## config.mk

```make
export PLATFORM = sky130hd
export DESIGN_NAME = rle_varint_decoder_top
export DESIGN_NICKNAME = d
export VERILOG_FILES = /design/src/hdl/rlvd_pkg.sv /design/src/hdl/rle_varint_decoder_top.sv
export SDC_FILE = /design/constraint.sdc
export NUM_CORES = 1
export LEC_CHECK = 0
export ABC_AREA = 1
export BUFFER_PORTS_ARGS = -buffer_cell sky130_fd_sc_hd__buf_4
export CAP_MARGIN = 20
export CORE_MARGIN = 3
export CORE_UTILIZATION = 50
export DETAILED_ROUTE_END_ITERATION = 8
export PLACE_DENSITY = 0.73
export SYNTH_ARGS = -nofsm -noshare
export SYNTH_HDL_FRONTEND = slang
export SYNTH_SLANG_ARGS = --single-unit
```

## constraint.sdc

```tcl
create_clock -name clk -period 4.6 [get_ports clk]
set_input_delay 0.23 -clock clk [delete_from_list [all_inputs] [get_ports clk]]
set_output_delay 0.23 -clock clk [all_outputs]
set_load 0.02 [all_outputs]
```

## src/hdl/rlvd_pkg.sv

```systemverilog
// rlvd_pkg: shared constants and types for the varint run-length decoder.
// No dependencies; used by rle_varint_decoder_top.
package rlvd_pkg;

  localparam int CFG_LEN_W = 17;
  localparam int RES_LIMIT = 32;
  localparam int RES_CNT_W = 6;

  // register index of stream_length on the APB port
  localparam logic REG_STREAM_LENGTH = 1'b0;

  // decode phases
  localparam logic [2:0] PH_V0  = 3'd0;
  localparam logic [2:0] PH_V1  = 3'd1;
  localparam logic [2:0] PH_V2  = 3'd2;
  localparam logic [2:0] PH_LIT = 3'd3;
  localparam logic [2:0] PH_VAL = 3'd4;
  localparam logic [2:0] PH_CNT = 3'd5;
  localparam logic [2:0] PH_ALL = 3'd6;

  // what one compressed byte leaves to be emitted
  typedef struct packed {
    logic       lit;       // one literal byte
    logic [7:0] run_cnt;   // copies of the repeat value
    logic       tail;      // trailing marker word (error or empty end)
    logic       err;       // malformed stream
    logic       fin;       // fragment ends with this byte
  } plan_t;

endpackage

```

## src/hdl/rle_varint_decoder_top.sv

```systemverilog
// rle_varint_decoder_top: run-length decoder with varint offsets for one fragment.
// Depends on rlvd_pkg.
//
// A fragment starts when stream_length is written; its bytes then arrive on
// in_byte. Each accepted byte is decoded, and the results it causes are
// then emitted one per cycle while out_stall stays low, from a single run
// packer that fills up to OUT_LANES copies per word and counts the run down.
// A varint or value byte causes no result, a literal byte one, and a count
// byte up to ceil(count/OUT_LANES) run words, at most RES_LIMIT. An error or
// an empty fragment end adds one status word. in_stall stays high until the
// last result of the byte has been loaded into the output register, so
// output stalls hold off the next byte. Errors end the fragment with a
// status word; later bytes of that fragment are swallowed.
module rle_varint_decoder_top #(
  parameter int MAX_LENGTH = 65536,
  parameter int OUT_LANES  = 8
) (
  input  logic        clk,
  input  logic        rst,
  // compressed byte input
  input  logic        in_valid,
  output logic        in_stall,
  input  logic [7:0]  in_byte,
  // result output
  output logic        out_valid,
  input  logic        out_stall,
  output logic [63:0] out_bytes,
  output logic [3:0]  out_count,
  output logic        run_end,
  output logic        done_res,
  output logic        status,
  // configuration
  input  logic        psel,
  input  logic        penable,
  input  logic        pwrite,
  input  logic [2:0]  paddr,
  input  logic [31:0] pwdata,
  output logic [31:0] prdata,
  output logic        pready
);

  localparam int LEN_W = $clog2(MAX_LENGTH + 1);

  // decode state
  logic [rlvd_pkg::CFG_LEN_W-1:0] stream_length;
  logic [2:0]       phase, phase_next;
  logic [LEN_W-1:0] bytes_left;
  logic [15:0]      offset_accum, offset_accum_next;
  logic [15:0]      literal_left, literal_left_next;
  logic [7:0]       repeat_value, repeat_value_next;
  logic             aborted;

  // pending results of the current byte
  logic                          lit_pend;
  logic [7:0]                    lit_byte;
  logic [7:0]                    run_left;
  logic [rlvd_pkg::RES_CNT_W-1:0] run_words;
  logic                          tail_pend;
  logic                          tail_err;
  logic                          fin;

  rlvd_pkg::plan_t plan;

  logic in_xfer, cfg_wr, busy, run_active, emit_go;
  logic [LEN_W-1:0] rem;
  logic [31:0] cfg_raw;
  logic        cfg_sat;

  assign pready   = 1'b1;
  assign cfg_wr   = psel && penable && pwrite && (paddr[2] == rlvd_pkg::REG_STREAM_LENGTH);
  assign prdata   = (paddr[2] == rlvd_pkg::REG_STREAM_LENGTH) ?
                    {{(32-rlvd_pkg::CFG_LEN_W){1'b0}}, stream_length} : 32'd0;
  assign cfg_raw  = {{(32-rlvd_pkg::CFG_LEN_W){1'b0}}, pwdata[rlvd_pkg::CFG_LEN_W-1:0]};
  assign cfg_sat  = cfg_raw > 32'(MAX_LENGTH);

  assign run_active = (run_left != 8'd0) &&
                      (32'(run_words) < 32'(rlvd_pkg::RES_LIMIT));
  assign busy       = lit_pend || run_active || tail_pend;
  assign in_stall   = busy;
  assign in_xfer    = in_valid && !in_stall;
  assign emit_go    = busy && (!out_valid || !out_stall);
  assign rem        = bytes_left - LEN_W'(1);

  // decode of one byte: next phase and the results it owes
  always_comb begin
    logic [15:0] oa;
    logic [15:0] delta;
    logic        do_finish;
    logic        do_enter;
    phase_next        = phase;
    offset_accum_next = offset_accum;
    literal_left_next = literal_left;
    repeat_value_next = repeat_value;
    plan              = '0;
    oa                = offset_accum;
    do_finish         = 1'b0;
    do_enter          = 1'b0;
    delta             = 16'd0;
    case (phase)
      rlvd_pkg::PH_V0: begin
        if (rem == '0) begin
          plan.err = 1'b1;
        end else begin
          oa = {9'd0, in_byte[6:0]};
          if (in_byte[7]) phase_next = rlvd_pkg::PH_V1;
          else            do_finish  = 1'b1;
        end
      end
      rlvd_pkg::PH_V1: begin
        oa = offset_accum | {2'd0, in_byte[6:0], 7'd0};
        if (in_byte[7]) begin
          if (rem == '0) plan.err   = 1'b1;
          else           phase_next = rlvd_pkg::PH_V2;
        end else begin
          do_finish = 1'b1;
        end
      end
      rlvd_pkg::PH_V2: begin
        oa = offset_accum | {in_byte[1:0], 14'd0};
        if (in_byte[7]) plan.err  = 1'b1;
        else            do_finish = 1'b1;
      end
      rlvd_pkg::PH_LIT: begin
        plan.lit          = 1'b1;
        literal_left_next = literal_left - 16'd1;
        if (literal_left_next == 16'd0) do_enter = 1'b1;
      end
      rlvd_pkg::PH_VAL: begin
        repeat_value_next = in_byte;
        phase_next        = rlvd_pkg::PH_CNT;
      end
      rlvd_pkg::PH_CNT: begin
        plan.run_cnt = in_byte;
        phase_next   = rlvd_pkg::PH_V0;
      end
      rlvd_pkg::PH_ALL: begin
        plan.lit = 1'b1;
      end
      default: begin
        phase_next = rlvd_pkg::PH_V0;
      end
    endcase
    offset_accum_next = oa;
    if (do_finish) begin
      delta = oa - 16'd1;
      if (oa == 16'd0) begin
        phase_next = rlvd_pkg::PH_ALL;
      end else if (32'(delta) > 32'(rem)) begin
        plan.err = 1'b1;
      end else if (delta != 16'd0) begin
        literal_left_next = delta;
        phase_next        = rlvd_pkg::PH_LIT;
      end else begin
        do_enter = 1'b1;
      end
    end
    if (do_enter) begin
      if (32'(rem) < 32'd2) plan.err   = 1'b1;
      else                  phase_next = rlvd_pkg::PH_VAL;
    end
    plan.fin  = plan.err || (rem == '0);
    plan.tail = plan.err || ((rem == '0) && !plan.lit && (plan.run_cnt == 8'd0));
  end

  // result selection: literal, then run words, then the marker word
  logic [3:0]  lanes;
  logic [63:0] run_word;
  logic [7:0]  run_left_after;
  logic        run_more;
  logic        more_after;
  logic [63:0] res_bytes;
  logic [3:0]  res_count;
  logic        res_status;

  always_comb begin
    lanes = (run_left < 8'(OUT_LANES)) ? run_left[3:0] : 4'(OUT_LANES);
    for (int i = 0; i < 8; i++) begin
      run_word[i*8 +: 8] = (4'(i) < lanes) ? repeat_value : 8'd0;
    end
    run_left_after = run_left - {4'd0, lanes};
    run_more       = (run_left_after != 8'd0) &&
                     (32'(run_words) + 32'd1 < 32'(rlvd_pkg::RES_LIMIT));
    if (lit_pend) begin
      res_bytes  = {56'd0, lit_byte};
      res_count  = 4'd1;
      res_status = 1'b0;
      more_after = run_active || tail_pend;
    end else if (run_active) begin
      res_bytes  = run_word;
      res_count  = lanes;
      res_status = 1'b0;
      more_after = run_more || tail_pend;
    end else begin
      res_bytes  = 64'd0;
      res_count  = 4'd0;
      res_status = tail_err;
      more_after = 1'b0;
    end
  end

  always_ff @(posedge clk) begin
    if (rst) begin
      stream_length <= '0;
      phase         <= rlvd_pkg::PH_V0;
      bytes_left    <= '0;
      offset_accum  <= '0;
      literal_left  <= '0;
      repeat_value  <= '0;
      aborted       <= 1'b0;
      lit_pend      <= 1'b0;
      run_left      <= '0;
      run_words     <= '0;
      tail_pend     <= 1'b0;
      tail_err      <= 1'b0;
      fin           <= 1'b0;
      out_valid     <= 1'b0;
    end else begin
      if (cfg_wr) begin
        stream_length <= cfg_sat ? rlvd_pkg::CFG_LEN_W'(MAX_LENGTH)
                                 : pwdata[rlvd_pkg::CFG_LEN_W-1:0];
        bytes_left    <= cfg_sat ? LEN_W'(MAX_LENGTH) : LEN_W'(cfg_raw);
        phase         <= rlvd_pkg::PH_V0;
        offset_accum  <= '0;
        literal_left  <= '0;
        repeat_value  <= '0;
        aborted       <= 1'b0;
      end else if (in_xfer && (bytes_left != '0)) begin
        bytes_left <= rem;
        if (!aborted) begin
          phase        <= phase_next;
          offset_accum <= offset_accum_next;
          literal_left <= literal_left_next;
          repeat_value <= repeat_value_next;
          aborted      <= plan.err;
          lit_pend     <= plan.lit;
          lit_byte     <= in_byte;
          run_left     <= plan.run_cnt;
          run_words    <= '0;
          tail_pend    <= plan.tail;
          tail_err     <= plan.err;
          fin          <= plan.fin;
        end
      end

      if (emit_go) begin
        out_valid <= 1'b1;
        out_bytes <= res_bytes;
        out_count <= res_count;
        status    <= res_status;
        run_end   <= !more_after;
        done_res  <= !more_after && fin;
        if (lit_pend) begin
          lit_pend <= 1'b0;
        end else if (run_active) begin
          run_left  <= run_more ? run_left_after : 8'd0;
          run_words <= run_words + rlvd_pkg::RES_CNT_W'(1);
        end else begin
          tail_pend <= 1'b0;
        end
      end else if (!out_stall) begin
        out_valid <= 1'b0;
      end
    end
  end

`ifndef SYNTHESIS
  a_status_word: assert property (@(posedge clk) disable iff (rst)
    (out_valid && status) |-> (done_res && run_end && (out_count == 4'd0)))
    else $error("error word carries data or is not final");

  a_lane_limit: assert property (@(posedge clk) disable iff (rst)
    out_valid |-> (32'(out_count) <= 32'(OUT_LANES)))
    else $error("more lanes than OUT_LANES");

  a_lit_run_excl: assert property (@(posedge clk) disable iff (rst)
    !(lit_pend && (run_left != 8'd0)))
    else $error("literal and run pending together");

  a_run_cap: assert property (@(posedge clk) disable iff (rst)
    32'(run_words) <= 32'(rlvd_pkg::RES_LIMIT))
    else $error("run emitted beyond result limit");

  a_done_final: assert property (@(posedge clk) disable iff (rst)
    (out_valid && done_res) |-> run_end)
    else $error("fragment end on a non-final word");
`endif

endmodule
```

==> Word level (Yosys, flattened, before mapping) <==
Index checks and enable logic that the tools add are counted.
{ "classes": {"mux": 76, "n_addsub": 6, "n_lt_le_gt_ge": 14, "bitwise": 14, "n_reduce_logical": 51, "n_eq_ne": 7} }
{ "op_table": {"columns": ["op", "count"], "rows": [
  ["2-to-1 mux 16 bit", 6],
  ["2-to-1 mux 8 bit", 11],
  ["2-to-1 mux 17 bit", 4],
  ["one-hot mux 16 bit (3 select lines)", 1],
  ["2-to-1 mux 6 bit", 6],
  ["2-to-1 mux 1 bit", 34],
  ["zero test 16 bit", 2],
  ["subtractor 16 x 1 -> 16 bit (second input constant)", 2],
  ["2-to-1 mux 3 bit", 10],
  ["OR reduction 3 bit", 8],
  ["greater-than comparator 16 x 17 -> 1 bit", 1],
  ["greater-than comparator 17 bit (second input constant)", 1],
  ["zero test 17 bit", 1],
  ["less-than comparator 17 x 2 -> 1 bit (second input constant)", 1],
  ["nonzero test 17 bit", 1],
  ["subtractor 17 x 1 -> 17 bit (second input constant)", 1],
  ["less-than comparator 3 x 4 -> 1 bit (first input constant)", 4],
  ["bitwise OR 16 x 14 -> 16 bit", 1],
  ["bitwise OR 16 bit", 1],
  ["nonzero test 16 bit", 1],
  ["nonzero test 8 bit", 2],
  ["inverter 1 bit", 12],
  ["one-hot mux 3 bit (4 select lines)", 1],
  ["logical AND 1 bit", 11],
  ["other kinds (24)", 45]
]} }
{ "totals": {"input_bits": 50, "reg_bits": 176, "out_inout_bits": 106} }

==> Longest topological paths before layout <==
Gate-level depths: netlist of run 1.
{ "depth": {"word_depth": 18, "mapped_depth": 41, "depth_no_buf": 40} }

==> Worst setup path after synthesis of run 1 <==
OpenSTA, ideal clock, no wires.
{ "synth_timing": {"path_type": "flip-flop to flip-flop", "startpoint": "register run_left[4]", "endpoint": "register done_res, enable pin", "required_time_ps": 4100, "synth_period_minus_slack_ps": 4706, "n_path_buf": 0, "arrival_time_ps": 4206, "setup_time_ps": 500, "setup_slack_ps": -106, "path_stages_with_launch": 10, "path_cell_list": "dfxtp_1 nor2_1 nand2_1 nor2_1 a31o_2 nand2_1 nor2_1 inv_1 nand2_1 nor2_1"} }
{ "synth_between": {"elab_chain_cells": 6} }
{ "synth_rtl": {"columns": ["element", "line_no", "rtl"], "rows": [
  ["from (decl)", "rle_varint_decoder_top.sv:56", "logic [7:0] run_left;"],
  ["from (signal assigned)", "rle_varint_decoder_top.sv:237", "run_left <= plan.run_cnt;"],
  ["from (signal assigned)", "rle_varint_decoder_top.sv:255", "run_left <= run_more ? run_left_after : 8'd0;"],
  ["nonzero test 8 bit", "rle_varint_decoder_top.sv:76", "assign run_active = (run_left != 8'd0) &&"],
  ["logical AND 1 bit", "rle_varint_decoder_top.sv:76", null],
  ["logical OR 1 bit (2 in series)", "rle_varint_decoder_top.sv:78", "assign busy = lit_pend || run_active || tail_pend;"],
  ["via in_stall", "rle_varint_decoder_top.sv:22", "output logic in_stall,"],
  ["logical AND 1 bit", "rle_varint_decoder_top.sv:81", "assign emit_go = busy && (!out_valid || !out_stall);"],
  ["AND reduction 2 bit (no source line)", null, null],
  ["to (signal assigned)", "rle_varint_decoder_top.sv:251", "done_res <= !more_after && fin;"],
  ["to (decl)", "rle_varint_decoder_top.sv:30", "output logic done_res,"]
]} }
The timed path passes the listed nets, and every way through them passes these cells.
A chain may end at the register's enable or synchronous reset.

==> Final worst setup path of run 1 <==
{ "layout_timing": {"startpoint": "register bytes_left[6]", "endpoint": "register tail_pend"} }
{ "layout_between": {"elab_chain_cells": 18} }
{ "layout_rtl": {"columns": ["element", "line_no", "rtl"], "rows": [
  ["from (decl)", "rle_varint_decoder_top.sv:47", "logic [LEN_W-1:0] bytes_left;"],
  ["from (signal assigned)", "rle_varint_decoder_top.sv:221", "bytes_left <= cfg_sat ? LEN_W'(MAX_LENGTH) : LEN_W'(cfg_raw);"],
  ["from (signal assigned)", "rle_varint_decoder_top.sv:228", "bytes_left <= rem;"],
  ["subtractor 17 x 1 -> 17 bit", "rle_varint_decoder_top.sv:82", "assign rem = bytes_left - LEN_W'(1);"],
  ["zero test 17 bit", "rle_varint_decoder_top.sv:101, rle_varint_decoder_top.sv:112, rle_varint_decoder_top.sv:162", null],
  ["2-to-1 mux 16 bit", "rle_varint_decoder_top.sv:101", "if (rem == '0) begin"],
  ["one-hot mux 16 bit (3 select lines)", "rle_varint_decoder_top.sv:99", "case (phase)"],
  ["subtractor 16 x 1 -> 16 bit", "rle_varint_decoder_top.sv:145", "delta = oa - 16'd1;"],
  ["greater-than comparator 16 x 17 -> 1 bit or nonzero test 16 bit (tied branches)", "rle_varint_decoder_top.sv:148, rle_varint_decoder_top.sv:150", null],
  ["2-to-1 mux 1 bit (on tied branches)", "rle_varint_decoder_top.sv:148, rle_varint_decoder_top.sv:150", null],
  ["2-to-1 mux 1 bit (on tied branches)", "rle_varint_decoder_top.sv:146, rle_varint_decoder_top.sv:148", null],
  ["[... 2 more ...]", null, null],
  ["2-to-1 mux 1 bit", "rle_varint_decoder_top.sv:157", "if (do_enter) begin"],
  ["logical OR 1 bit", "rle_varint_decoder_top.sv:162", "plan.tail = plan.err || ((rem == '0) && !plan.lit && (plan.run_cnt == 8'd0));"],
  ["2-to-1 mux 1 bit", "rle_varint_decoder_top.sv:229", "if (!aborted) begin"],
  ["2-to-1 mux 1 bit (*)", "rle_varint_decoder_top.sv:227", "end else if (in_xfer && (bytes_left != '0)) begin"],
  ["2-to-1 mux 1 bit (*)", "rle_varint_decoder_top.sv:218", "if (cfg_wr) begin"],
  ["2-to-1 mux 1 bit", "rle_varint_decoder_top.sv:254", "end else if (run_active) begin"],
  ["2-to-1 mux 1 bit", "rle_varint_decoder_top.sv:252", "if (lit_pend) begin"],
  ["2-to-1 mux 1 bit (*)", "rle_varint_decoder_top.sv:245", "if (emit_go) begin"],
  ["to (signal assigned)", "rle_varint_decoder_top.sv:239", "tail_pend <= plan.tail;"],
  ["to (decl)", "rle_varint_decoder_top.sv:58", "logic tail_pend;"]
]} }
Mark *: on every way between the ends. The rest lies on a longest branch, timed or not.

==> flow_summary.yaml, run 1 <==
floorplan:
  rows: 50
  die_w_um: 147
  coreArea_um2: 19100
  die_area_um2: 21500
  num_io_pins: 156
  die_h_um: 147
  start_util: 0.519
finish:
  area_growth_pct: 29.3
  fill_cells: 1508
  drive_gt1_frac: 0.274
  num_antenna_cells: 0
  regArea_um2: 4320
  layout.nets: 1567
  multiInputGateArea_um2: 5150
worst_setup_path:
  slowest_delay_ns: 0.39
  cp_slowest_cell: "dfxtp_1"
  start_kind: "register"
  cp.required_ns: 4.97
  critPathMaxFanout: 6
  worstSetupEndpointType: "register"
  worst_path_most_repeated_cell: "nand2_1"
  path_class: "register to register"
  worstPathArrival_ns: 5.01
clock_network:
  worstSkewPairLatency_ns: 0.44
  cts_tree: "yes"
  clock_sinks: 176
  cts_buffers: 17
  cts_buffer_depth: 2
  root_buffer: "clkbuf_16"
  htreeDepth: 4
  clk_pin_slew_ns: 0.08
route:
  route.detailed.drc: 0
  routed_via_density: 5.33
  vias: 9399
  drtAntennaViolNets: 0
  routedWlPerCell_um: 15.4
  firstDrtPassIters: 7
  drt_wl_total_mm: 27.1
  drt-initial-drc-count: 654
run:
  drv_cap: 0
synth:
  ys_warn_count: 0
  netlist_area_um2: 9910
  synth_edf_count: 79
  async_flop_share: 0
  synth.distinct_cells: 48
  ys_seq_area_frac: 0.435
  synth_top_flop_cell: "dfxtp_1"
  ys_ff_latch: 176
  syn_avg_cell_area_um2: 7.71
  syn_inst: 1286
timing:
  max_freq_mhz: 216
  hold_viol: 0
  rsz0062_at_grt: "yes"
  tightest_slew_ns: 0.848
  timing.slew.headroom: 0.435
  final_max_slew_viol_count: 0
  fin_crit_ns: 4.64
  fin_crit_sh: 1.01
  finalClockSkew_ns: 0.0145
  setup_ws_ns: -0.0388
  setup_viol: 4
  fin_setup_tns_ns: -0.0886
grt:
  antenna_found_initial: 0
  grt_pass1_wl_mm: 41.9
  grt_start_max_net_pins: 72
  gr-total-overflow: 0
  grt_pass1_vias: 8539
  track_usage: 0.235
status:
  status: "finished with violations"
  violations: "negative setup slack"
place:
  gp_congestion: 0.948
  portBuffers: 122
  hpwl_mm: 18.6
min_path:
  hp-class: "primary input to register"
==> layout make-up <==
cell class                      count  share of cell area
Clock inverter                     15              0.0125
Inverter                          172              0.0511
Multi-Input combinational cell    896               0.402
Clock buffer                       17              0.0332
Timing Repair Buffer              229               0.139
Tap cell                          260              0.0254
Sequential cell                   176               0.337
==> Yosys cell counts (10+ instances only) <==
cell type	count	area share
nor3_1	11	0.0056
nand2_4	12	0.014
clkbuf_1	32	0.012
ha_1	25	0.032
buf_4	18	0.014
o22ai_1	13	0.0082
o21ai_1	10	0.0051
o211ai_2	10	0.013
nand4_1	14	0.0088
inv_1	150	0.057
clkinv_1	13	0.0049
o21bai_1	10	0.0076
nor4_1	13	0.0082
o21ai_0	92	0.046
nand2_2	14	0.0088
nand2_1	236	0.089
dfxtp_1	97	0.20
nor2_1	170	0.064
a21oi_1	91	0.046
edfxtp_1	79	0.24
nand3_1	73	0.037
xor2_1	17	0.015
==> metrics by stage <==
step / area (um2) / util / setup slack, ns / hold slack [ns] / std cells
CTS: 12200 / 0.637 / 0.0104 / 0.000172 / 1738
global placement: 11400 / 0.600 / -0.0300 / 0.425 / 1699
floorplan: 9970 / - / 0.234 / 0.329 / 1301
finish: 12800 / 0.672 / -0.0388 / 0.00800 / 1765
global route: 12800 / 0.672 / -0.389 / 0.00313 / 1765
detailed placement: 11400 / 0.600 / -0.167 / 0.426 / 1699
==> cell families after synthesis <==
| group | Yosys count | synth area share |
|---|---|---|
| fa+ha+maj | 25 | 0.0316 |
| flops | 176 | 0.435 |
| simple gates | 575 | 0.264 |
| compound gates | 257 | 0.149 |
| buf+inv | 229 | 0.0980 |
| xor+xnor | 22 | 0.0210 |
| other cells | 2 | 0.000758 |
==> cells in the final DEF, fill, tap and decap left out, types with 17 or more instances in the layout <==
cell type,synthesis,routed
a21oi_1,91,85
buf_4,18,214
clkbuf_16,0,17
conb_1,2,17
dfxtp_1,97,94
edfxtp_1,79,79
inv_1,150,141
nand2_1,236,209
nand2_2,14,34
nand3_1,73,66
nor2_1,170,159
o21ai_0,92,89
==> final timing paths <==
path / slack, ns / endpoint / from / cells past startpoint
setup / recovery: -0.04 / tail_pend$_SDFF_PP0_ / bytes_left[6]$_SDFFE_PP0P_ / 36
hold / removal: 0.008 / lit_byte[0]$_DFFE_PP_ / in_byte[0] / 1
setup reg to reg: -0.04 / tail_pend$_SDFF_PP0_ / bytes_left[6]$_SDFFE_PP0P_ / 36
hold reg to reg: 0.47 / run_words[3]$_SDFF_PP0_ / run_words[3]$_SDFF_PP0_ / 2
==> critical path, delay by kind of cell, from the launching register on <==
| kind | cells | cell delay, ns |
|---|---|---|
| AND/OR/NAND/NOR | 21 | 2.05 |
| AO/OA/AOI/OAI | 7 | 0.93 |
| buffers and inverters | 6 | 0.76 |
| flip-flops | 1 | 0.39 |
| adder cells (fa/ha/maj) | 1 | 0.25 |
| XOR/XNOR | 1 | 0.22 |
==> sequential cells by signal, indices dropped and copies added (netlist names) <==
name and cells:
aborted 1, stream_length 17, run_end 1, phase 3
out_count 4, literal_left 16, repeat_value 8, status 1
tail_pend 1, offset_accum 16, lit_pend 1, bytes_left 17
tail_err 1, out_valid 1, out_bytes 64, run_words 6
lit_byte 8, fin 1, done_res 1, run_left 8
==> routing by layer <==
| layer | wire length, um | share of wire | GRT usage |
|---|---|---|---|
| met5 | 0 | 0 | 0 |
| met4 | 541 | 0.020 | 0.0715 |
| met3 | 1690 | 0.062 | 0.0404 |
| met2 | 13300 | 0.49 | 0.396 |
| met1 | 11600 | 0.43 | 0.311 |
==> what timing repair did <==
item | in CTS | in global routing
buffers inserted | 3 | 26
resized for setup | 19 | 100
hold buffers | 4 | 1
endpoints found under the setup margin | 23 | 23
hold endpoints to repair | 4 | 1
pin swaps | 6 | 56
Power of run 1 is left out: the tool's default activity adds up to more than one toggle a clock period on the data nets, which glitch-free logic cannot reach.
==> run 2, diff against run 1 <==
BUFFER_PORTS_ARGS = default   (was -buffer_cell sky130_fd_sc_hd__buf_4)
DONT_BUFFER_PORTS = 1   (was default)
PLACE_DENSITY = 0.66   (was 0.73)
==> run 2 against run 1 <==
Fmax is 2.1% higher. Register-to-register slack improved by 0.095 ns. Wire length down 0.86%. First-iteration DRC count fell by 5.2%. Sequential share of layout area up 2.0 points. Critical path depth rose by 2. Die area unchanged. The run now ends clean. Setup slack gained 0.095 ns. Clock skew shrank 0.0052 ns.
==> flow_summary.yaml, run 2 (synthesized netlist as in run 1, its figures left out) <==
grt:
  grt_pass1_wl_mm: 41.0
  grt_start_max_net_pins: 72
  track_usage: 0.236
  antenna_found_initial: 0
  grt_pass1_vias: 7960
  gr-total-overflow: 0
floorplan:
  start_util: 0.519
  rows: 50
  die_h_um: 147
  die_w_um: 147
  die_area_um2: 21500
  num_io_pins: 156
  coreArea_um2: 19100
clock_network:
  cts_buffers: 17
  root_buffer: "clkbuf_16"
  clock_sinks: 176
  cts_tree: "yes"
  worstSkewPairLatency_ns: 0.44
  htreeDepth: 4
  cts_buffer_depth: 2
  clk_pin_slew_ns: 0.07
timing:
  tightest_slew_ns: 0.958
  fin_crit_ns: 4.54
  max_freq_mhz: 220
  fin_crit_sh: 0.988
  setup_viol: 0
  hold_viol: 0
  finalClockSkew_ns: 0.00931
  hold-worst-slack_ns: 0.0109
  timing.slew.headroom: 0.359
  setup_ws_ns: 0.0565
  rsz0062_at_grt: "yes"
  final_max_slew_viol_count: 0
route:
  drt-initial-drc-count: 620
  routedWlPerCell_um: 16.3
  drtAntennaViolNets: 0
  route.detailed.drc: 0
  wl_met2_mm: 12.9
  vias: 8926
  drt_wl_total_mm: 26.9
  highest_layer: "met4"
  met3WireLength_mm: 1.63
  wl_met1_mm: 11.9
  routed_via_density: 5.42
  firstDrtPassIters: 5
worst_setup_path:
  cp_slowest_cell: "dfxtp_2"
  slowest_delay_ns: 0.33
  cp_num_buf_inv: 6
  worstSetupEndpointType: "register"
  cp.required_ns: 4.91
  worstPathArrival_ns: 4.85
  critPathMaxFanout: 8
  path_delay_family: "simple AND/OR/NAND/NOR gates"
  path_class: "register to register"
  worst_path_most_repeated_cell: "nand2_2"
  start_kind: "register"
finish:
  drive_gt1_frac: 0.214
  layout.cells.non_filler: 1647
  area_growth_pct: 22.0
  top_regs: "out_bytes x64, bytes_left x17, stream_length x17"
  layout.nets: 1449
  largest_reg_flops: 64
  num_antenna_cells: 0
  final_cell_mix: "198 x nand2_1, 162 x nor2_1, 140 x inv_1, 96 x dfxtp_1, 89 x o21ai_0"
  regMostFlops: "out_bytes"
  final_common_cell: "nand2_1"
place:
  placedCellCount: 1578
  portBuffers: 0
  hpwl_mm: 18.4
  place_ws_ns: -0.0755
  gp_congestion: 0.901
run:
  drv_cap: 0
status:
  status: "complete, no violations"
min_path:
  hp-class: "primary input to register"
## run 2: changes by cell type in the layout (fill, tap and decap cells not counted), sizes merged
cell         change
buf            -129
clkinv           +3
clkinvlp         +2
dlygate4sd3      +8
inv              -5
nand2            +3
## run 2: routing by layer
layer,vias up,GRT usage
li1,4422,-
met1,4168,0.324
met2,293,0.388
met3,43,0.0395
met4,0,0.0602
met5,-,0
## run 2: stage by stage
| stage | TNS, ns | util | instance area (um2) |
|---|---|---|---|
| floorplan | 0 | - | 9970 |
| global placement | -0.455 | 0.553 | 10500 |
| detailed placement | -0.994 | 0.553 | 10500 |
| CTS | 0 | 0.591 | 11300 |
| global route | -4.70 | 0.634 | 12100 |
| finish | 0 | 0.634 | 12100 |
## run 2: worst paths after layout
| check | slack [ns] | depth (start not counted) | start | endpoint |
|---|---|---|---|---|
| worst min-delay path | 0.01 | 2 | pwdata[7] | stream_length[7]$_SDFFE_PP0P_ |
| worst max-delay path | 0.06 | 38 | bytes_left[1]$_SDFFE_PP0P_ | literal_left[9]$_SDFFE_PP0P_ |
| worst min register to register | 0.46 | 2 | aborted$_SDFFE_PP0P_ | aborted$_SDFFE_PP0P_ |
| worst max register to register | 0.06 | 38 | bytes_left[1]$_SDFFE_PP0P_ | literal_left[9]$_SDFFE_PP0P_ |
## run 2: cell type report
cell class,instances,area (um2)
clock buffers,17,425
clock inverters,15,128
fillers,1617,6990
inverters,172,659
multi-input cells,899,5300
flip-flops and latches,176,4320
well taps,260,325
repair buffers,108,943
## run 2: repair_timing
item                                    CTS  global route
gates cloned                              0             3
gates resized for setup                   7           134
buffers inserted                          0            20
endpoints found under the setup margin   21            23
pin swaps                                 0            69
hold buffers                             14             0
hold endpoints to repair                 48             0
Power of run 2 is left out for the same reason.
